<file path="config.mk">
export PLATFORM = sky130hd
export DESIGN_NAME = stable_sorted_priority_queue
export DESIGN_NICKNAME = d
export VERILOG_FILES = /design/src/hw/rtl/spsq_pkg.sv /design/src/hw/rtl/stable_sorted_priority_queue.sv /design/src/hw/rtl/spsq_cell.sv
export SDC_FILE = /design/constraint.sdc
export NUM_CORES = 2
export LEC_CHECK = 0
export BUFFER_PORTS_ARGS = -buffer_cell sky130_fd_sc_hd__clkbuf_2
export CAP_MARGIN = 20
export CORE_ASPECT_RATIO = 1.2
export CORE_UTILIZATION = 40
export CTS_CLUSTER_DIAMETER = 80
export DETAILED_ROUTE_END_ITERATION = 16
export PLACE_DENSITY = 0.57
export SLEW_MARGIN = 0
export SYNTH_ARGS = -nofsm -noshare
export SYNTH_HDL_FRONTEND = slang
export SYNTH_HIERARCHICAL = 1
export SYNTH_SLANG_ARGS = --single-unit
</file>
<file path="constraint.sdc">
create_clock -name i_clk -period 11.7 [get_ports i_clk]
set_clock_uncertainty 0.15 [all_clocks]
set_input_delay 1.755 -clock i_clk [delete_from_list [all_inputs] [get_ports i_clk]]
set_output_delay 1.755 -clock i_clk [all_outputs]
set_load 0.005 [all_outputs]
</file>
<file path="src/hw/rtl/spsq_pkg.sv">
// Types, codes and constants shared by the sorted priority queue modules.
package spsq_pkg;

    localparam int unsigned DEPTH_DEF = 16;

    localparam logic CMD_PUSH = 1'b0;
    localparam logic CMD_POP  = 1'b1;

    localparam logic [1:0] ST_OK        = 2'd0;
    localparam logic [1:0] ST_POP_EMPTY = 2'd1;
    localparam logic [1:0] ST_PUSH_FULL = 2'd2;

    typedef struct packed {
        logic               command;
        logic signed [15:0] priority_req;
        logic        [15:0] event_tag;
    } t_in_item;

    typedef struct packed {
        logic [15:0] popped_tag;
        logic        popped_valid;
        logic [1:0]  status;
        logic [4:0]  occupancy;
    } t_out_item;

    typedef struct packed {
        logic signed [15:0] pri;
        logic        [15:0] tag;
    } t_entry;

    typedef struct packed {
        logic   push;
        logic   pop;
        t_entry entry;
    } t_cell_ctrl;

    typedef struct packed {
        logic occ;
        logic tail;
    } t_cell_pos;

endpackage

</file>
<file path="src/hw/rtl/stable_sorted_priority_queue.sv">
// Stable sorted priority queue of event tags built from a chain of compare-and-shift cells.
//
// Input channel (i_in_valid / o_in_ready / i_in_item): command 0 pushes event_tag with
// the signed priority_req, command 1 pops the front entry. Lower priorities leave first,
// equal priorities leave in arrival order.
// Output channel (o_out_valid / i_out_ready / o_out_item): exactly one result per item,
// giving the popped tag, a valid flag, a status (ok, pop on empty, push dropped on full)
// and the occupancy after the item.
// The result is written into an output register at the input transfer and appears from the next cycle.
// Throughput: one item per cycle while results are taken; every cell compares against the
// pushed priority and shifts in the same cycle, so the chain length does not slow the rate.
// When the receiver stalls, the result is held and the input accepts one more item only
// as the held result is taken in the same cycle.
// Reset (synchronous, active low) empties the queue and drops any pending result; cell
// contents are not cleared, only the count, which marks which cells hold entries.
module stable_sorted_priority_queue
    import spsq_pkg::*;
#(
    parameter int unsigned DEPTH = DEPTH_DEF
) (
    input  logic      i_clk,
    input  logic      i_rst_n,
    input  logic      i_in_valid,
    output logic      o_in_ready,
    input  t_in_item  i_in_item,
    output logic      o_out_valid,
    input  logic      i_out_ready,
    output t_out_item o_out_item
);

    localparam int unsigned CW = $clog2(DEPTH + 1);

    logic [CW-1:0] r_count;
    logic [CW-1:0] n_count;
    logic          r_out_valid;
    t_out_item     r_out_item;
    t_out_item     n_out_item;

    logic          w_accept;
    logic          w_full;
    logic          w_empty;
    t_cell_ctrl    w_ctrl;

    t_entry        w_entry [DEPTH];
    logic          w_gt    [DEPTH];

    assign o_in_ready  = !r_out_valid || i_out_ready;
    assign w_accept    = i_in_valid && o_in_ready;
    assign w_full      = (r_count == CW'(DEPTH));
    assign w_empty     = (r_count == '0);
    assign o_out_valid = r_out_valid;
    assign o_out_item  = r_out_item;

    assign w_ctrl.push      = w_accept && (i_in_item.command == CMD_PUSH) && !w_full;
    assign w_ctrl.pop       = w_accept && (i_in_item.command == CMD_POP) && !w_empty;
    assign w_ctrl.entry.pri = i_in_item.priority_req;
    assign w_ctrl.entry.tag = i_in_item.event_tag;

    for (genvar g = 0; g < DEPTH; g++) begin : g_cell
        t_cell_pos w_pos;
        t_entry    w_left;
        t_entry    w_right;
        logic      w_left_gt;

        assign w_pos.occ  = (CW'(g) < r_count);
        assign w_pos.tail = (CW'(g) == r_count);

        if (g == 0) begin : g_head
            assign w_left    = '0;
            assign w_left_gt = 1'b0;
        end else begin : g_body
            assign w_left    = w_entry[g-1];
            assign w_left_gt = w_gt[g-1];
        end

        if (g == DEPTH - 1) begin : g_last
            assign w_right = w_entry[g];
        end else begin : g_mid
            assign w_right = w_entry[g+1];
        end

        spsq_cell u_cell (
            .i_clk     (i_clk),
            .i_ctrl    (w_ctrl),
            .i_pos     (w_pos),
            .i_left    (w_left),
            .i_left_gt (w_left_gt),
            .i_right   (w_right),
            .o_entry   (w_entry[g]),
            .o_gt      (w_gt[g])
        );
    end

    always_comb begin
        n_count = r_count;
        if (w_ctrl.push) begin
            n_count = r_count + 1'b1;
        end else if (w_ctrl.pop) begin
            n_count = r_count - 1'b1;
        end

        n_out_item              = '0;
        n_out_item.occupancy    = 5'(n_count);
        unique case (i_in_item.command)
            CMD_PUSH: begin
                if (w_full) begin
                    n_out_item.status = ST_PUSH_FULL;
                end
            end
            CMD_POP: begin
                if (w_empty) begin
                    n_out_item.status = ST_POP_EMPTY;
                end else begin
                    n_out_item.popped_tag   = w_entry[0].tag;
                    n_out_item.popped_valid = 1'b1;
                end
            end
            default: begin
                n_out_item.status = ST_OK;
            end
        endcase
    end

    always_ff @(posedge i_clk) begin
        if (!i_rst_n) begin
            r_count     <= '0;
            r_out_valid <= 1'b0;
        end else begin
            r_count <= n_count;
            if (w_accept) begin
                r_out_valid <= 1'b1;
            end else if (i_out_ready) begin
                r_out_valid <= 1'b0;
            end
        end
    end

    always_ff @(posedge i_clk) begin
        if (w_accept) begin
            r_out_item <= n_out_item;
        end
    end

endmodule

</file>
<file path="src/hw/rtl/spsq_cell.sv">
// One storage cell of the sorted chain: compare against the pushed entry and shift.
module spsq_cell
    import spsq_pkg::*;
(
    input  logic       i_clk,
    input  t_cell_ctrl i_ctrl,
    input  t_cell_pos  i_pos,
    input  t_entry     i_left,
    input  logic       i_left_gt,
    input  t_entry     i_right,
    output t_entry     o_entry,
    output logic       o_gt
);

    t_entry r_entry;
    t_entry n_entry;

    assign o_gt    = i_pos.occ && (r_entry.pri > i_ctrl.entry.pri);
    assign o_entry = r_entry;

    always_comb begin
        n_entry = r_entry;
        if (i_ctrl.push) begin
            priority if (i_left_gt) begin
                n_entry = i_left;
            end else if (o_gt || i_pos.tail) begin
                n_entry = i_ctrl.entry;
            end
        end else if (i_ctrl.pop) begin
            n_entry = i_right;
        end
    end

    always_ff @(posedge i_clk) begin
        r_entry <= n_entry;
    end

endmodule

</file>
==> impl_table.tex <==
\begin{tabular}{lr}
\hline
Metric & Value \\
\hline
\multicolumn{2}{l}{\textbf{Logic synthesis}} \\
Number of synthesized register bits & 542 \\
Most common cell in the synthesized netlist & sky130\_fd\_sc\_hd\_\_a21oi\_1 \\
Yosys top cell area share & 46.9\% \\
Top post-synthesis cells by area & sky130\_fd\_sc\_hd\_\_edfxtp\_1, sky130\_fd\_sc\_hd\_\_mux2i\_1, sky130\_fd\_sc\_hd\_\_ha\_1, sky130\_fd\_sc\_hd\_\_a21oi\_1, sky130\_fd\_sc\_hd\_\_nor2\_1 \\
Average footprint of a synthesized cell & 10.3 sq um \\
Number of distinct library cells after synthesis & 52 \\
Syn Inst Count & 3336 \\
Library cell with the largest summed area after synthesis & sky130\_fd\_sc\_hd\_\_edfxtp\_1 \\
Number of synthesized flops with an enable pin & 536 \\
Area of the mapped netlist & 34300 sq um \\
Fraction of the yosys area taken by sequential cells & 47.2\% \\
Warnings, synthesis & 6 \\
Top\_reg\_cell synth & sky130\_fd\_sc\_hd\_\_edfxtp\_1 \\
List of most frequent post-synthesis cells & sky130\_fd\_sc\_hd\_\_a21oi\_1, sky130\_fd\_sc\_hd\_\_nor2\_1, sky130\_fd\_sc\_hd\_\_edfxtp\_1 \\
Fraction of registers with async set or reset after synthesis & 0\% \\
\multicolumn{2}{l}{\textbf{Worst setup path}} \\
Data arrival time at the worst-slack endpoint & 5480 ps \\
Crit Path Category & input pin to flip-flop \\
Maximum fanout encountered on the critical timing path & 32 \\
Worst reg2reg path startpoint & r\_count[0] \\
Terminus of the critical flop-to-flop path & g\_cell[15].u\_cell/o\_entry[4] \\
Number of cell instances on the worst register-to-register path & 8 \\
Required time reported for the critical path endpoint & 11840 ps \\
Kind of start point of the critical path & input pin \\
Endpoint class of the critical path & flip-flop \\
Register-to-register path setup slack & 6710 ps \\
\multicolumn{2}{l}{\textbf{Floorplanning}} \\
Initial Util & 40.5\% \\
Number of I/O pins & 63 \\
Horizontal extent of the die & 270 um \\
Full die area & 87000 sq um \\
Height of the die & 323 um \\
Core outline area & 84900 sq um \\
Core Rows & 117 \\
\multicolumn{2}{l}{\textbf{Power and ir drop}} \\
Peak supply drop & 131 uV \\
Overall power consumption & 6.30 mW \\
Pwr Density & 166 nW/um\^{}2 \\
Pleak & 14.4 nW \\
\multicolumn{2}{l}{\textbf{Global route}} \\
Overall routing resource usage & 18.3\% \\
Residual overflow from global routing & 0 \\
Antenna violations before repair & 4 \\
Wire length of the first global-routing pass & 129 mm \\
Maximum number of pins on one net before global-route repair & 208 \\
Via count of the first global-routing pass & 22894 \\
\multicolumn{2}{l}{\textbf{CTS}} \\
Library cell used as clock root buffer & sky130\_fd\_sc\_hd\_\_clkbuf\_16 \\
Number of buffers created by CTS & 59 \\
Clock transition at the registers of the reported paths & 60 ps \\
Clock latency reported for the late side of the worst-skew pair & 650 ps \\
Clk buf depth & 3 \\
CTS tree & yes \\
Number of gates given a new drive strength after cts & 0 \\
Hold Buf Count CTS & 0 \\
H-tree level count & 2 \\
CTS Sinks & 542 \\
Setup Buffers After CTS & 0 \\
\multicolumn{2}{l}{\textbf{Drt}} \\
Remaining design rule violation count & 0 \\
Detailed-routing iteration count for the pre-antenna-repair pass & 5 \\
Met3 WL & 2.73 mm \\
Post-detailed-route count of antenna-violating nets & 0 \\
Highest metal layer with signal wires & met5 \\
Routed wire per std cell & 17.7 um \\
Vias post-DR & 23440 \\
Total wire length & 80.2 mm \\
Vias per inst & 5.17 \\
Detailed Route Iter0 Violations & 1587 \\
Met1 WL & 37.2 mm \\
Met2 WL post-DR & 37.9 mm \\
\multicolumn{2}{l}{\textbf{STA}} \\
Slew at the pin closest to its max-slew limit & 1110 ps \\
Unrepaired setup endpoints after global routing & false \\
Endpoints failing setup & 0 \\
Worst slew margin & 25.6\% \\
Post-route clock period utilization & 45.7\% \\
Fin. max-slew vios & 0 \\
Fin Setup TNS & 0 ps \\
Final min period & 5340 ps \\
F\_max & 187 MHz \\
Count of final hold-check violations & 0 \\
\multicolumn{2}{l}{\textbf{Finish}} \\
Share of cells above drive strength 1 & 6.68\% \\
Final net count & 3651 \\
Post-synthesis to final-layout area growth & 10.3\% \\
Multi-input combinational cell area & 16600 sq um \\
Register area & 16200 sq um \\
Fill cell total of the finished layout & 8074 \\
\multicolumn{2}{l}{\textbf{Outcome}} \\
Status & complete, no violations \\
\multicolumn{2}{l}{\textbf{Place}} \\
Detailed placement HPWL & 58.0 mm \\
Count of port buffers added during placement & 62 \\
Last weighted congestion value of the routability-driven placer & 0.817 \\
\multicolumn{2}{l}{\textbf{Min path}} \\
Worst hold stages & 1 \\
Hold path endpoint & o\_out\_item[21] \\
Hold\_sp & g\_cell[0].u\_cell/o\_entry[13] \\
Tightest Hold Check Type & flip-flop to flip-flop \\
\multicolumn{2}{l}{\textbf{Run}} \\
Maximum capacitance violations & 0 \\
\hline
\end{tabular}
-- layer usage --
metal	vias up	global-route usage, %
li1	12240	-
met1	10712	24.5
met2	377	30.8
met3	109	2.15
met4	2	6.06
met5	-	0
-- flip-flops by register name, summed over array words and instances (netlist names) --
signal and flops:
g_cell.u_cell/o_entry 512, o_out_valid 1, r_count 5, o_out_item 24
-- cell families after synthesis --
family | synth area share [%]
other | 0.0109
AOI/OAI and AO/OA | 12.9
DFF | 47.2
adders and majority gates | 9.51
muxes | 15.0
xor gates and xnor gates | 0.128
and+or+nand+nor | 9.85
buffers and inverters | 5.37
-- power by group --
part / internal (mW) / switching, mW / total (mW)
Sequential: 2.57 / 0.200 / 2.77
Combinational: 0.635 / 1.00 / 1.64
Clock: 1.10 / 0.792 / 1.89
Total: 4.31 / 2.00 / 6.30
-- final cells by class --
| cell class | count | share of cell area (%) |
|---|---|---|
| Clock buffer | 79 | 4.17 |
| Timing Repair Buffer | 112 | 1.93 |
| Multi-Input combinational cell | 2357 | 43.7 |
| Clock inverter | 28 | 0.875 |
| Tap cell | 1130 | 3.73 |
| Antenna cell | 2 | 0.0132 |
| Sequential cell | 542 | 42.8 |
| Inverter | 281 | 2.78 |
-- how the worst max path moves through the flow --
stage                   from                            to
2_1_floorplan  i_in_item[32]  g_cell[13].u_cell/o_entry[0]
3_3_place_gp   i_in_item[17]  g_cell[8].u_cell/o_entry[25]
3_5_place_dp   i_in_item[17]  g_cell[8].u_cell/o_entry[25]
4_1_cts        i_in_item[17]  g_cell[8].u_cell/o_entry[25]
5_1_grt        i_in_item[17]  g_cell[8].u_cell/o_entry[27]
6_report       i_in_item[17]   g_cell[2].u_cell/o_entry[5]
-- layout by cell type (no fill, tap or decap), types with 4 or more instances in the layout --
master                      count
sky130_fd_sc_hd__a21oi_1      596
sky130_fd_sc_hd__nor2_1       542
sky130_fd_sc_hd__edfxtp_1     536
sky130_fd_sc_hd__mux2i_1      515
sky130_fd_sc_hd__inv_1        281
sky130_fd_sc_hd__ha_1         261
sky130_fd_sc_hd__nand4_1       64
sky130_fd_sc_hd__clkbuf_2      62
sky130_fd_sc_hd__clkbuf_16     59
sky130_fd_sc_hd__nand2_1       52
sky130_fd_sc_hd__buf_4         47
sky130_fd_sc_hd__conb_1        33
sky130_fd_sc_hd__o21ai_0       22
sky130_fd_sc_hd__nand2b_1      20
sky130_fd_sc_hd__a21o_1        20
sky130_fd_sc_hd__nor2b_1       18
sky130_fd_sc_hd__or3_1         17
sky130_fd_sc_hd__clkbuf_1      17
sky130_fd_sc_hd__o211ai_1      16
sky130_fd_sc_hd__clkinv_1      14
sky130_fd_sc_hd__o21a_1        14
sky130_fd_sc_hd__o2bb2ai_1     14
sky130_fd_sc_hd__a2111oi_1     14
sky130_fd_sc_hd__a211o_1       14
sky130_fd_sc_hd__nor4_1        14
sky130_fd_sc_hd__o41ai_1       14
sky130_fd_sc_hd__and3_1        13
sky130_fd_sc_hd__a211oi_4      13
sky130_fd_sc_hd__o32a_1         8
sky130_fd_sc_hd__nor3_1         7
sky130_fd_sc_hd__bufinv_16      7
sky130_fd_sc_hd__nand3_1        6
sky130_fd_sc_hd__and3_2         6
sky130_fd_sc_hd__o32a_2         6
sky130_fd_sc_hd__dfxtp_1        6
sky130_fd_sc_hd__o21bai_1       5
sky130_fd_sc_hd__clkinv_2       4
-- stage by stage --
stage / util [%] / cell area [sq um] / std cells / worst slack [ps] / hold WS (ps)
detailed placement: 42.3 / 35900 / 4421 / 5660 / 427
finish: 44.6 / 37900 / 4531 / 6360 / 440
floorplan: - / 34500 / 3368 / 3550 / 397
global route: 44.6 / 37900 / 4531 / 6140 / 469
CTS: 44.6 / 37900 / 4528 / 6360 / 442
global placement: 42.3 / 35900 / 4421 / 5720 / 421
-- critical path: stages --
cell and delay (ps):
sky130_fd_sc_hd__clkbuf_2 100, sky130_fd_sc_hd__buf_4 370, sky130_fd_sc_hd__inv_1 90, sky130_fd_sc_hd__ha_1 310, sky130_fd_sc_hd__nor2b_1 140, sky130_fd_sc_hd__o211ai_1 250
sky130_fd_sc_hd__a2111oi_1 150, sky130_fd_sc_hd__or3_1 380, sky130_fd_sc_hd__a211oi_4 800, sky130_fd_sc_hd__buf_4 470, sky130_fd_sc_hd__o32a_1 220, sky130_fd_sc_hd__buf_4 390
No activity file was read; power rests on OpenSTA's default activity.
